<file path="config.mk">
export PLATFORM = sky130hd
export DESIGN_NAME = terminal_line_editor
export DESIGN_NICKNAME = d
export VERILOG_FILES = /design/src/rtl/tle_pkg.sv /design/src/rtl/tle_dp.sv /design/src/rtl/tle_ctrl.sv /design/src/rtl/terminal_line_editor.sv
export SDC_FILE = /design/constraint.sdc
export NUM_CORES = 2
export LEC_CHECK = 0
export ABC_AREA = 1
export BUFFER_PORTS_ARGS = -buffer_cell sky130_fd_sc_hd__buf_2
export CAP_MARGIN = 20
export CORE_UTILIZATION = 36
export DETAILED_ROUTE_END_ITERATION = 6
export SYNTH_ARGS = -nofsm -noshare
export SYNTH_HDL_FRONTEND = slang
export SYNTH_SLANG_ARGS = --single-unit
</file>
<file path="constraint.sdc">
create_clock -name clk -period 17.65 [get_ports clk]
set_clock_uncertainty 0.1 [all_clocks]
set_input_delay 0 -clock clk [delete_from_list [all_inputs] [get_ports clk]]
set_output_delay 0 -clock clk [all_outputs]
set_load 0.02 [all_outputs]
</file>
<file path="src/rtl/tle_pkg.sv">
`default_nettype none
// ----------------------------------------------------------------------------
// tle_pkg
// Types and constants shared by the line editor controller and datapath.
// ----------------------------------------------------------------------------
package tle_pkg;

  localparam int LINE_DEPTH = 256;
  localparam int ADDR_W     = $clog2(LINE_DEPTH);
  localparam int LIMIT_W    = 9;
  localparam int BYTE_W     = 8;
  localparam int CFG_IDX_W  = 2;

  localparam logic [BYTE_W-1:0] CH_SPACE   = 8'h20;
  localparam logic [BYTE_W-1:0] CH_NEWLINE = 8'h0a;
  localparam logic [BYTE_W-1:0] CH_NUL     = 8'h00;

  localparam logic [LIMIT_W-1:0] LIMIT_MIN = 9'd2;
  localparam logic [LIMIT_W-1:0] LIMIT_MAX = 9'(LINE_DEPTH);

  localparam logic [LIMIT_W-1:0] RST_LINE_LIMIT      = 9'd256;
  localparam logic [BYTE_W-1:0]  RST_BACKSPACE_CODE  = 8'd8;
  localparam logic [BYTE_W-1:0]  RST_WORD_ERASE_MASK = 8'd5;
  localparam logic [BYTE_W-1:0]  RST_LINE_ERASE_MASK = 8'd8;

  typedef enum logic [1:0] {
    FUNC_CHAR   = 2'd0,
    FUNC_ACTION = 2'd1,
    FUNC_READ   = 2'd2,
    FUNC_UNUSED = 2'd3
  } func_t;

  typedef enum logic [CFG_IDX_W-1:0] {
    CFG_LINE_LIMIT      = 2'd0,
    CFG_BACKSPACE_CODE  = 2'd1,
    CFG_WORD_ERASE_MASK = 2'd2,
    CFG_LINE_ERASE_MASK = 2'd3
  } cfg_idx_t;

  typedef enum logic [2:0] {
    OP_NONE,
    OP_TYPE,
    OP_TERM,
    OP_WORD_STEP,
    OP_LINE_ERASE,
    OP_CHAR_ERASE,
    OP_READ_ISSUE,
    OP_READ_CAP
  } dp_op_t;

  typedef struct packed {
    logic   load;
    dp_op_t op;
  } dp_ctl_t;

  typedef struct packed {
    func_t func;
    logic  is_bs;
    logic  word_sel;
    logic  line_sel;
    logic  line_end;
    logic  cursor_zero;
    logic  rd_space;
  } dp_stat_t;

endpackage
`default_nettype wire

</file>
<file path="src/rtl/tle_dp.sv">
`default_nettype none
// ----------------------------------------------------------------------------
// tle_dp
// Line store, cursor, configuration registers and result staging.
// ----------------------------------------------------------------------------
module tle_dp import tle_pkg::*; (
  input  wire logic                 clk,
  input  wire logic                 rst_n,
  input  wire logic                 cfg_we,
  input  wire logic [CFG_IDX_W-1:0] cfg_index,
  input  wire logic [LIMIT_W-1:0]   cfg_wdata,
  input  wire logic [1:0]           in_func,
  input  wire logic [BYTE_W-1:0]    in_character,
  input  wire logic [BYTE_W-1:0]    in_key_code,
  input  wire logic [BYTE_W-1:0]    in_modifiers,
  input  wire logic [ADDR_W-1:0]    in_read_index,
  input  wire dp_ctl_t              ctl,
  output dp_stat_t                  stat,
  output logic                      out_echo_valid,
  output logic [BYTE_W-1:0]         out_echo_char,
  output logic [BYTE_W-1:0]         out_erase_count,
  output logic                      out_line_done,
  output logic                      out_line_status,
  output logic [BYTE_W-1:0]         out_line_length,
  output logic [BYTE_W-1:0]         out_read_data
);

  logic [BYTE_W-1:0] mem [LINE_DEPTH];

  logic [LIMIT_W-1:0] line_limit_r;
  logic [BYTE_W-1:0]  backspace_code_r;
  logic [BYTE_W-1:0]  word_erase_mask_r;
  logic [BYTE_W-1:0]  line_erase_mask_r;

  logic [ADDR_W-1:0] cursor_r, cursor_nxt;
  logic [ADDR_W-1:0] term_addr_r, term_addr_nxt;
  logic [BYTE_W-1:0] rd_data_r;

  logic [1:0]        func_r;
  logic [BYTE_W-1:0] char_r, key_r, mods_r;
  logic [ADDR_W-1:0] ridx_r;

  logic              echo_valid_r, echo_valid_nxt;
  logic [BYTE_W-1:0] echo_char_r, echo_char_nxt;
  logic [BYTE_W-1:0] erase_r, erase_nxt;
  logic              done_r, done_nxt;
  logic              status_r, status_nxt;
  logic [BYTE_W-1:0] length_r, length_nxt;
  logic [BYTE_W-1:0] read_r, read_nxt;

  logic              wr_en;
  logic [ADDR_W-1:0] wr_addr;
  logic [BYTE_W-1:0] wr_data;
  logic [ADDR_W-1:0] rd_addr;

  logic [LIMIT_W-1:0] eff_limit;
  logic [LIMIT_W:0]   cursor_inc;
  logic               is_newline, is_full;

  always_comb begin
    eff_limit = line_limit_r;
    if (line_limit_r < LIMIT_MIN) eff_limit = LIMIT_MIN;
    if (line_limit_r > LIMIT_MAX) eff_limit = LIMIT_MAX;
  end

  assign cursor_inc = {{(LIMIT_W+1-ADDR_W){1'b0}}, cursor_r} + 1'b1;
  assign is_newline = (char_r == CH_NEWLINE);
  assign is_full    = (cursor_inc >= ({1'b0, eff_limit} - 1'b1));

  assign stat.func        = func_t'(func_r);
  assign stat.is_bs       = (key_r == backspace_code_r);
  assign stat.word_sel    = ((mods_r & word_erase_mask_r) != '0);
  assign stat.line_sel    = ((mods_r & line_erase_mask_r) != '0);
  assign stat.line_end    = is_newline || is_full;
  assign stat.cursor_zero = (cursor_r == '0);
  assign stat.rd_space    = (rd_data_r == CH_SPACE);

  always_comb begin
    cursor_nxt     = cursor_r;
    term_addr_nxt  = term_addr_r;
    echo_valid_nxt = echo_valid_r;
    echo_char_nxt  = echo_char_r;
    erase_nxt      = erase_r;
    done_nxt       = done_r;
    status_nxt     = status_r;
    length_nxt     = length_r;
    read_nxt       = read_r;
    wr_en          = 1'b0;
    wr_addr        = cursor_r;
    wr_data        = char_r;
    rd_addr        = ridx_r;
    if (ctl.load) begin
      echo_valid_nxt = 1'b0;
      echo_char_nxt  = '0;
      erase_nxt      = '0;
      done_nxt       = 1'b0;
      status_nxt     = 1'b0;
      length_nxt     = '0;
      read_nxt       = '0;
    end
    case (ctl.op)
      OP_TYPE: begin
        wr_en          = 1'b1;
        echo_valid_nxt = 1'b1;
        echo_char_nxt  = char_r;
        if (is_newline) begin
          done_nxt      = 1'b1;
          status_nxt    = 1'b0;
          length_nxt    = cursor_r;
          term_addr_nxt = cursor_r;
          cursor_nxt    = '0;
        end else if (is_full) begin
          done_nxt      = 1'b1;
          status_nxt    = 1'b1;
          length_nxt    = cursor_inc[BYTE_W-1:0];
          term_addr_nxt = cursor_inc[ADDR_W-1:0];
          cursor_nxt    = '0;
        end else begin
          cursor_nxt = cursor_inc[ADDR_W-1:0];
        end
      end
      OP_TERM: begin
        wr_en   = 1'b1;
        wr_addr = term_addr_r;
        wr_data = CH_NUL;
      end
      OP_WORD_STEP: begin
        cursor_nxt = cursor_r - 1'b1;
        erase_nxt  = erase_r + 1'b1;
        rd_addr    = cursor_r - 1'b1;
      end
      OP_LINE_ERASE: begin
        erase_nxt  = cursor_r;
        cursor_nxt = '0;
      end
      OP_CHAR_ERASE: begin
        erase_nxt  = 8'd1;
        cursor_nxt = cursor_r - 1'b1;
      end
      OP_READ_ISSUE: rd_addr = ridx_r;
      OP_READ_CAP:   read_nxt = rd_data_r;
      OP_NONE:       ;
      default:       ;
    endcase
  end

  always_ff @(posedge clk) begin
    if (wr_en) begin
      mem[wr_addr] <= wr_data;
    end
    rd_data_r <= mem[rd_addr];
  end

  always_ff @(posedge clk) begin
    if (!rst_n) begin
      line_limit_r      <= RST_LINE_LIMIT;
      backspace_code_r  <= RST_BACKSPACE_CODE;
      word_erase_mask_r <= RST_WORD_ERASE_MASK;
      line_erase_mask_r <= RST_LINE_ERASE_MASK;
      cursor_r          <= '0;
    end else begin
      cursor_r <= cursor_nxt;
      if (cfg_we) begin
        case (cfg_idx_t'(cfg_index))
          CFG_LINE_LIMIT:      line_limit_r      <= cfg_wdata;
          CFG_BACKSPACE_CODE:  backspace_code_r  <= cfg_wdata[BYTE_W-1:0];
          CFG_WORD_ERASE_MASK: word_erase_mask_r <= cfg_wdata[BYTE_W-1:0];
          CFG_LINE_ERASE_MASK: line_erase_mask_r <= cfg_wdata[BYTE_W-1:0];
          default: ;
        endcase
      end
    end
  end

  always_ff @(posedge clk) begin
    if (ctl.load) begin
      func_r <= in_func;
      char_r <= in_character;
      key_r  <= in_key_code;
      mods_r <= in_modifiers;
      ridx_r <= in_read_index;
    end
    term_addr_r  <= term_addr_nxt;
    echo_valid_r <= echo_valid_nxt;
    echo_char_r  <= echo_char_nxt;
    erase_r      <= erase_nxt;
    done_r       <= done_nxt;
    status_r     <= status_nxt;
    length_r     <= length_nxt;
    read_r       <= read_nxt;
  end

  assign out_echo_valid  = echo_valid_r;
  assign out_echo_char   = echo_char_r;
  assign out_erase_count = erase_r;
  assign out_line_done   = done_r;
  assign out_line_status = status_r;
  assign out_line_length = length_r;
  assign out_read_data   = read_r;

endmodule
`default_nettype wire

</file>
<file path="src/rtl/tle_ctrl.sv">
`default_nettype none
// ----------------------------------------------------------------------------
// tle_ctrl
// Sequencer for the line editor: decodes an item and steps the datapath.
// ----------------------------------------------------------------------------
module tle_ctrl import tle_pkg::*; (
  input  wire logic     clk,
  input  wire logic     rst_n,
  input  wire logic     start,
  input  wire dp_stat_t stat,
  output dp_ctl_t       ctl,
  output logic          busy,
  output logic          out_valid
);

  typedef enum logic [2:0] {
    ST_IDLE,
    ST_DECODE,
    ST_TERM,
    ST_WORD,
    ST_READ
  } state_t;

  state_t state_r, state_nxt;
  logic   valid_r, valid_nxt;

  assign busy = (state_r != ST_IDLE);

  always_comb begin
    state_nxt = state_r;
    valid_nxt = 1'b0;
    ctl.load  = start && (state_r == ST_IDLE);
    ctl.op    = OP_NONE;
    case (state_r)
      ST_IDLE: begin
        if (start) state_nxt = ST_DECODE;
      end
      ST_DECODE: begin
        case (stat.func)
          FUNC_CHAR: begin
            ctl.op = OP_TYPE;
            if (stat.line_end) begin
              state_nxt = ST_TERM;
            end else begin
              state_nxt = ST_IDLE;
              valid_nxt = 1'b1;
            end
          end
          FUNC_ACTION: begin
            if (stat.is_bs && stat.word_sel && !stat.cursor_zero) begin
              ctl.op    = OP_WORD_STEP;
              state_nxt = ST_WORD;
            end else begin
              if (stat.is_bs && !stat.word_sel && stat.line_sel) begin
                ctl.op = OP_LINE_ERASE;
              end else if (stat.is_bs && !stat.word_sel && !stat.cursor_zero) begin
                ctl.op = OP_CHAR_ERASE;
              end
              state_nxt = ST_IDLE;
              valid_nxt = 1'b1;
            end
          end
          FUNC_READ: begin
            ctl.op    = OP_READ_ISSUE;
            state_nxt = ST_READ;
          end
          default: begin
            state_nxt = ST_IDLE;
            valid_nxt = 1'b1;
          end
        endcase
      end
      ST_TERM: begin
        ctl.op    = OP_TERM;
        state_nxt = ST_IDLE;
        valid_nxt = 1'b1;
      end
      ST_WORD: begin
        if (stat.rd_space || stat.cursor_zero) begin
          state_nxt = ST_IDLE;
          valid_nxt = 1'b1;
        end else begin
          ctl.op = OP_WORD_STEP;
        end
      end
      ST_READ: begin
        ctl.op    = OP_READ_CAP;
        state_nxt = ST_IDLE;
        valid_nxt = 1'b1;
      end
      default: state_nxt = ST_IDLE;
    endcase
  end

  always_ff @(posedge clk) begin
    if (!rst_n) begin
      state_r <= ST_IDLE;
      valid_r <= 1'b0;
    end else begin
      state_r <= state_nxt;
      valid_r <= valid_nxt;
    end
  end

  assign out_valid = valid_r;

endmodule
`default_nettype wire

</file>
<file path="src/rtl/terminal_line_editor.sv">
`default_nettype none
// ----------------------------------------------------------------------------
// terminal_line_editor
// Canonical-mode line editor driven by key events.
//
// An item (func, character, key_code, modifiers, read_index) is taken at a
// rising edge with start high and busy low. Exactly one result follows,
// shown for one cycle with out_valid high; the receiver cannot stall it.
// Configuration is written through cfg_we/cfg_index/cfg_wdata; the user is
// to write it only while idle, since the block itself does not enforce this.
// Steps from the accepting edge to the result, by kind of item:
//   plain typed character, single or line erase, ignored keys: decode
//   typed character that ends the line: decode, then terminator write
//   read of a stored byte: decode issuing a registered store read, then capture
//   word erase: decode, then one store read per byte erased
// The line store is a 256 x 8 array with one write and one read port; word
// erase walks it backward one byte per cycle, at most 254 bytes.
// A new item may be accepted in the cycle its predecessor's result shows.
// Reset loads the default configuration and clears the cursor; store
// contents stay undefined until written.
// ----------------------------------------------------------------------------
module terminal_line_editor import tle_pkg::*; (
  input  wire logic                 clk,
  input  wire logic                 rst_n,
  input  wire logic                 start,
  output logic                      busy,
  input  wire logic [1:0]           in_func,
  input  wire logic [BYTE_W-1:0]    in_character,
  input  wire logic [BYTE_W-1:0]    in_key_code,
  input  wire logic [BYTE_W-1:0]    in_modifiers,
  input  wire logic [ADDR_W-1:0]    in_read_index,
  output logic                      out_valid,
  output logic                      out_echo_valid,
  output logic [BYTE_W-1:0]         out_echo_char,
  output logic [BYTE_W-1:0]         out_erase_count,
  output logic                      out_line_done,
  output logic                      out_line_status,
  output logic [BYTE_W-1:0]         out_line_length,
  output logic [BYTE_W-1:0]         out_read_data,
  input  wire logic                 cfg_we,
  input  wire logic [CFG_IDX_W-1:0] cfg_index,
  input  wire logic [LIMIT_W-1:0]   cfg_wdata
);

  dp_ctl_t  ctl;
  dp_stat_t stat;

  tle_ctrl u_ctrl (
    .clk       (clk),
    .rst_n     (rst_n),
    .start     (start),
    .stat      (stat),
    .ctl       (ctl),
    .busy      (busy),
    .out_valid (out_valid)
  );

  tle_dp u_dp (
    .clk             (clk),
    .rst_n           (rst_n),
    .cfg_we          (cfg_we),
    .cfg_index       (cfg_index),
    .cfg_wdata       (cfg_wdata),
    .in_func         (in_func),
    .in_character    (in_character),
    .in_key_code     (in_key_code),
    .in_modifiers    (in_modifiers),
    .in_read_index   (in_read_index),
    .ctl             (ctl),
    .stat            (stat),
    .out_echo_valid  (out_echo_valid),
    .out_echo_char   (out_echo_char),
    .out_erase_count (out_erase_count),
    .out_line_done   (out_line_done),
    .out_line_status (out_line_status),
    .out_line_length (out_line_length),
    .out_read_data   (out_read_data)
  );

endmodule
`default_nettype wire

</file>
Word-level counts from Yosys, hierarchy flattened. Memories as Yosys holds them, arrays and structs flattened. A register that Yosys moved wholly into a read port is not among the register bits. Cells that the tools add are included. Widths: inputs -> output; s select.

$add $sub $neg: 4. $mul: 0. Divide/modulo/power cells: 0. $lt $le $gt $ge: 3. Equality and inequality tests: 20. Shifts and indexed selects: 0. Muxes and demuxes: 46. Bitwise gates (word level): 2. Reduce and logical (&&, ||, !) cells: 31.

Operators with widths (number): $mux 8 (14); $pmux 8 s3 (2); $pmux 3 s3 (3); $mux 9 (2); $and 8x8->8 (2); $reduce_bool 8->1 (2); $mux 3 (5); $mux 1 (14); $eq 3x2->1 const B (4); $eq 3x3->1 const B (4); $pmux 3 s4 (1); $reduce_and 2->1 (6); $ge 10x10->1 (1); $sub 9x1->10 const B (1); $add 8x1->9 const B (1); $gt 9x9->1 const B (1); $lt 9x2->1 const B (1); $add 8x1->8 const B (1); $eq 8x4->1 const B (1); $eq 8x6->1 const B (1); $eq 8x8->1 (1); $logic_not 8->1 (1); $sub 8x1->8 const B (1); $eq 2x2->1 const B (3); 15 further kinds (33).

Bits in registers: 122. Bits in latches: 0. Memory bits (writable): 2048. ROM bits: 0. Output and inout port bits: 37. Logic and storage cells: 127. Memories kept: 1.

Memory list: u_dp.mem (words 256, width 8, read ports 1, clocked after memory_dff 1, wr ports 1, RTL line tle_dp.sv:28) `logic [BYTE_W-1:0] mem [LINE_DEPTH];`.

Logic depth before layout (Yosys ltp).
Word-level depth: 15. Mapped depth: 22. Mapped depth without buffers: 22.

Modules after synthesis. A second synthesis with hierarchy kept.

Cell total of the unflattened synthesis: 9211. Area total of the unflattened synthesis: 94949.8 um^2.

By module, submodules not included: tle_dp (instances 1, cells each 9152, area an instance 94614.5 um^2, sequential area each 64682.0 um^2); tle_ctrl (instances 1, cells each 59, area an instance 335.3 um^2, sequential area each 80.1 um^2).

Worst setup path before layout. Ideal clock, no wire load.

Kind: register to register. From: register u_ctrl.state_r[2]. To: memory u_dp.mem[0][0] (data pin). Library setup time: 1.393 ns. Arrival: 7.262 ns. Data required time: 16.157 ns. Slack: 8.895 ns. Stages on the path, launching flop included: 7. Buffers on the path: 2. Clock period less this slack: 8.755 ns. Cells stage by stage: dfxtp_1 nor2_1 nand2_1 clkbuf_1 clkbuf_1 clkinv_1 nor2_1.

Longest elaborated chain between the ends: 4.

Ends and longest elaborated chain: start: declaration (RTL line tle_ctrl.sv:24) `state_t state_r, state_nxt;`; start signal: assignment (RTL line tle_ctrl.sv:100) `state_r <= state_nxt;`; $eq 3x3->1 (tied with other cells) (RTL line tle_ctrl.sv:34) `case (state_r)`; $pmux 3 s4 * (RTL line tle_ctrl.sv:34); $eq 3x2->1 * (RTL line tle_dp.sv:101) `case (ctl.op)`; $mux 8 * (RTL line tle_dp.sv:101); net u_dp.wr_data[0] (RTL line tle_dp.sv:53) `logic [BYTE_W-1:0] wr_data;`; end: declaration (RTL line tle_dp.sv:28).

The timed path passes the listed nets; every way through them passes the cells marked *.

Worst setup path after layout.
From: register u_dp.cursor_r[0]. To: register u_dp.rd_data_r[6] (read register of u_dp.mem).

Longest elaborated chain between the ends: 10.

Ends and longest elaborated chain: start: declaration (RTL line tle_dp.sv:35) `logic [ADDR_W-1:0] cursor_r, cursor_nxt;`; start signal: assignment (RTL line tle_dp.sv:162) `cursor_r <= cursor_nxt;`; $logic_not 8->1 (RTL line tle_dp.sv:75) `assign stat.cursor_zero = (cursor_r == '0);`; $logic_not 1->1 (RTL line tle_ctrl.sv:50, tle_ctrl.sv:56); $logic_and 1x1->1 (RTL line tle_ctrl.sv:56) `end else if (stat.is_bs && !stat.word_sel && !stat.cursor_zero) begin`; $mux 3 (RTL line tle_ctrl.sv:56); $mux 3 (RTL line tle_ctrl.sv:54) `if (stat.is_bs && !stat.word_sel && stat.line_sel) begin`; $mux 3 (RTL line tle_ctrl.sv:50) `if (stat.is_bs && stat.word_sel && !stat.cursor_zero) begin`; $pmux 3 s3 (RTL line tle_ctrl.sv:39) `case (stat.func)`; $pmux 3 s4 (RTL line tle_ctrl.sv:34); $eq 3x2->1 (RTL line tle_dp.sv:101); $mux 8 * (RTL line tle_dp.sv:101); end: declaration (RTL line tle_dp.sv:37) `logic [BYTE_W-1:0] rd_data_r;`.

Every way passes the cells marked *; elsewhere a longest branch is shown, timed or not. A chain may end at the register's enable or synchronous reset.

==> impl_metrics.xml <==
<?xml version="1.0" encoding="UTF-8"?>
<metrics>
  <group name="power_and_ir_drop">
    <metric name="power.ir.vdd_worst" unit="V">0.000112</metric>
    <metric name="cellPowerDensity" unit="nW/um2">103</metric>
    <metric name="p_leak" unit="nW">43.3</metric>
    <metric name="total_power" unit="mW">11.0</metric>
  </group>
  <group name="yosys">
    <metric name="synth_top_family_by_area" unit="">simple AND/OR/NAND/NOR gates</metric>
    <metric name="synth_warnings" unit="">0</metric>
    <metric name="netlist_area_before_placement" unit="um2">95500</metric>
    <metric name="synth_fa_ha_area_frac" unit="">0.00183</metric>
    <metric name="synth_seq_cells" unit="">2178</metric>
    <metric name="synth_compound_area_frac" unit="">0.0155</metric>
    <metric name="synth_xor_area_frac" unit="">0.00138</metric>
    <metric name="synthCells" unit="">9340</metric>
    <metric name="yosysSeqAreaShare" unit="">0.678</metric>
    <metric name="synth_enable_flop_cells" unit="">2114</metric>
    <metric name="syn_avg_cell_area" unit="um2">10.2</metric>
    <metric name="yosys.cell_types.count" unit="">45</metric>
    <metric name="post_syn_nets" unit="">9403</metric>
    <metric name="synth-async-reset-ratio" unit="">0</metric>
    <metric name="most_used_flip_flop_cell_after_synthesis" unit="">edfxtp_1</metric>
    <metric name="post_synth_and_or_nand_nor_area_fraction" unit="">0.213</metric>
    <metric name="yosys-mux-area-fraction" unit="">0</metric>
  </group>
  <group name="critical_path">
    <metric name="critPathMaxStageDelay" unit="ps">820</metric>
    <metric name="cp_data_required_time" unit="ps">18360</metric>
    <metric name="path_depth" unit="">21</metric>
    <metric name="worst-path-max-fanout" unit="">107</metric>
    <metric name="endpoint_kind" unit="">flip-flop</metric>
    <metric name="cp-start-kind" unit="">flip-flop</metric>
    <metric name="timing.critical_path.cells" unit="">clkinv_1 &gt; ha_1 &gt; nand3_2 &gt; nor2_4 &gt; a21oi_4 &gt; nand4_4 &gt; nand2_4 &gt; nand2_1 &gt; nand2_8 &gt; buf_4 &gt; buf_4 &gt; buf_4 &gt; buf_4 &gt; nand3_1 &gt; nand3_1 &gt; nand3_1 &gt; nand3_1 &gt; nand3_1 &gt; nand3_1 &gt; nand3_1 &gt; nand2_1</metric>
    <metric name="timing.critical_path.to" unit="">u_dp.rd_data_r[6]$_DFF_P_</metric>
    <metric name="setup.worst_path.class" unit="">reg -&gt; reg</metric>
    <metric name="critPathLaunch" unit="">u_dp.cursor_r[0]$_SDFFE_PN0P_</metric>
    <metric name="timing.rr.end" unit="">u_dp.rd_data_r[6]$_DFF_P_</metric>
    <metric name="startpoint_of_the_lowest_slack_register_to_register_path" unit="">u_dp.cursor_r[0]$_SDFFE_PN0P_</metric>
    <metric name="cp_data_arrival_time" unit="ps">8150</metric>
    <metric name="critical-path-top-delay-family" unit="">buffers and inverters</metric>
    <metric name="worstRegToRegCells" unit="">21</metric>
    <metric name="critPathMostFrequentCell" unit="">nand3_1</metric>
    <metric name="crit_path_top_delay_cell" unit="">buf_4</metric>
    <metric name="reg2reg_slack" unit="ps">10210</metric>
    <metric name="worstPathBufferInverterCount" unit="">5</metric>
  </group>
  <group name="global_route">
    <metric name="overflow" unit="">0</metric>
    <metric name="first_global_vias" unit="">62700</metric>
    <metric name="grt_max_degree" unit="">214</metric>
    <metric name="grt_usage" unit="">0.200</metric>
    <metric name="grt_first_pass_wirelength" unit="mm">403</metric>
    <metric name="antenna_violations_before_repair" unit="">9</metric>
  </group>
  <group name="floorplan">
    <metric name="ioPinCount" unit="">86</metric>
    <metric name="floorplan.rows" unit="">188</metric>
    <metric name="die_y" unit="um">517</metric>
    <metric name="floorplan.die_area" unit="um2">267000</metric>
    <metric name="floorplan.initialDensity" unit="">0.363</metric>
    <metric name="chipWidth" unit="um">517</metric>
    <metric name="placeableCoreArea" unit="um2">263000</metric>
  </group>
  <group name="cts">
    <metric name="cts.htree.levels" unit="">4</metric>
    <metric name="clk_path_buf_depth" unit="">3</metric>
    <metric name="cts_inserted_buffers" unit="">213</metric>
    <metric name="ctsHoldBuffers" unit="">107</metric>
    <metric name="cts_tree" unit="">built</metric>
    <metric name="cts.sink_count" unit="">2178</metric>
    <metric name="clk-insertion-delay-late" unit="ps">870</metric>
    <metric name="clk_pin_slew_worst_paths" unit="ps">60</metric>
    <metric name="clk_root_buffer_cell" unit="">clkbuf_16</metric>
    <metric name="cts_setup_buffers" unit="">0</metric>
    <metric name="postCtsResizedCells" unit="">0</metric>
  </group>
  <group name="hold_path">
    <metric name="path_type_of_the_worst_min_delay_path" unit="">in -&gt; reg</metric>
  </group>
  <group name="job">
    <metric name="cap_viol_max_count" unit="">0</metric>
  </group>
  <group name="final_layout">
    <metric name="layout_common_cells" unit="">nand2_1, edfxtp_1, nand3_1, inv_1, nor2_1</metric>
    <metric name="layout_commonest_cell" unit="">nand2_1</metric>
    <metric name="area_overhead_of_the_layout_relative_to_synthesis" unit="%">11.7</metric>
    <metric name="post_route_cells_drive_above_1_share" unit="">0.0541</metric>
    <metric name="design.final.nets" unit="">9403</metric>
    <metric name="fillers" unit="">25200</metric>
  </group>
  <group name="place">
    <metric name="detailedPlacementHpwl" unit="mm">150</metric>
    <metric name="finalWeightedCongestion" unit="">0.871</metric>
    <metric name="portBuffers" unit="">85</metric>
  </group>
  <group name="sta">
    <metric name="timing.setup.tns" unit="ps">0</metric>
    <metric name="fmax" unit="MHz">134</metric>
    <metric name="timing.final.crit_period" unit="ps">7440</metric>
    <metric name="timing.final.crit_share" unit="">0.422</metric>
    <metric name="report.final.hold_viol_count" unit="">0</metric>
    <metric name="rsz0062_at_grt" unit="">false</metric>
    <metric name="worst_pin_slew" unit="ps">1240</metric>
    <metric name="slew_violations" unit="">0</metric>
    <metric name="max-slew-margin-rel" unit="">0.172</metric>
    <metric name="finalSetupViolations" unit="">0</metric>
  </group>
  <group name="routing">
    <metric name="met2_wirelength" unit="mm">126</metric>
    <metric name="drt_pre_antenna_iters" unit="">6</metric>
    <metric name="drt_drc_violations_left" unit="">0</metric>
    <metric name="vias" unit="">65700</metric>
    <metric name="routed_via_density" unit="">5.04</metric>
    <metric name="detail-route-antenna-nets" unit="">0</metric>
    <metric name="wl_per_cell" unit="um">20.7</metric>
    <metric name="topRoutingLayerUsed" unit="">met5</metric>
    <metric name="met3_wirelength" unit="mm">22.2</metric>
    <metric name="route.layer.met1.wl" unit="mm">114</metric>
    <metric name="drt_iter0_drc" unit="">7524</metric>
    <metric name="postRouteWirelength" unit="mm">270</metric>
  </group>
  <group name="status">
    <metric name="run_status" unit="">completed</metric>
  </group>
</metrics>
-- cell usage after synthesis, drive strengths merged, types with 12 or more instances --
cell,n,share of area
buf,427,0.024
nand2,2559,0.10
ha,14,0.0018
clkbuf,71,0.0028
edfxtp,2114,0.66
nand4,12,0.00094
nor2,397,0.016
o21ai,160,0.0085
o211ai,52,0.0041
inv,1609,0.063
a21oi,16,0.00096
xor2,13,0.0012
nand3,1782,0.094
dfxtp,64,0.013
-- routing by layer --
metal / vias up / GRT usage
li1: 30600 / -
met1: 32000 / 0.272
met2: 2642 / 0.322
met3: 469 / 0.0356
met4: 8 / 0.0632
met5: - / 0
-- cell families after synthesis --
logic type,Yosys count
buffers and inverters,2110
and+or+nand+nor,4770
adders and majority gates,14
AOI/OAI and AO/OA,253
xor gates and xnor gates,15
DFF,2178
-- worst min-delay path by stage --
stage               depth (start not counted)                                endpoint            start
floorplan                                   0                u_dp.char_r[0]$_DFFE_PP_  in_character[0]
global placement                            1                u_dp.char_r[3]$_DFFE_PP_  in_character[3]
detailed placement                          1                u_dp.char_r[5]$_DFFE_PP_  in_character[5]
CTS                                         5  u_dp.word_erase_mask_r[1]$_SDFFE_PN0P_     cfg_index[0]
global route                                5  u_dp.word_erase_mask_r[1]$_SDFFE_PN0P_     cfg_index[0]
finish                                      5  u_dp.word_erase_mask_r[1]$_SDFFE_PN0P_     cfg_index[0]
-- state kept, by name (all words and copies together) (netlist names) --
name,cells
u_dp.out_echo_char,8
u_dp.backspace_code_r,8
u_dp.line_limit_r,9
u_dp.out_erase_count,8
u_dp.mods_r,8
u_dp.out_line_length,8
u_dp.cursor_r,8
u_ctrl.out_valid,1
u_dp.word_erase_mask_r,8
u_dp.out_line_status,1
u_dp.out_echo_valid,1
u_dp.rd_data_r,8
u_dp.mem,2048
u_dp.line_erase_mask_r,8
u_dp.out_line_done,1
u_dp.ridx_r,8
u_dp.func_r,2
u_dp.char_r,8
u_ctrl.state_r,3
u_dp.out_read_data,8
u_dp.term_addr_r,8
u_dp.key_r,8
-- stage by stage --
stage          hold slack [ps]  setup slack, ps  cells   util  instance area, um2
4_1_cts                   83.6            10230  13000  0.405              107000
3_5_place_dp              78.1            10230  12500  0.375               98700
5_1_grt                    184             9810  13000  0.406              107000
3_3_place_gp              77.1            10370  12500  0.375               98700
6_report                   170            10210  13000  0.406              107000
2_1_floorplan            -1.13             8890   9340      -               95500
-- power breakdown --
group          internal, mW  leakage (nW)  switching (mW)
clock network          2.52          3.32            1.99
logic                 0.183          20.4           0.579
registers              5.70          19.6          0.0101
-- tightest hold or removal path, stage by stage --
cell           delay, ps
dlygate4sd3_1        530
buf_2                130
nor2_1               150
o21ai_0              190
nor2_1                50
-- cell type report --
cell class | count | area [um2] | area share
diodes | 2 | 5.00 | 0.0000469
clock buffers | 279 | 5730 | 0.0537
clock inverters | 116 | 1100 | 0.0103
inverters | 1612 | 6060 | 0.0568
multi-input cells | 5052 | 22300 | 0.209
flip-flops and latches | 2178 | 64800 | 0.607
well taps | 3515 | 4400 | 0.0412
repair buffers | 283 | 2340 | 0.0219
No activity file was read; power rests on OpenSTA's default activity.
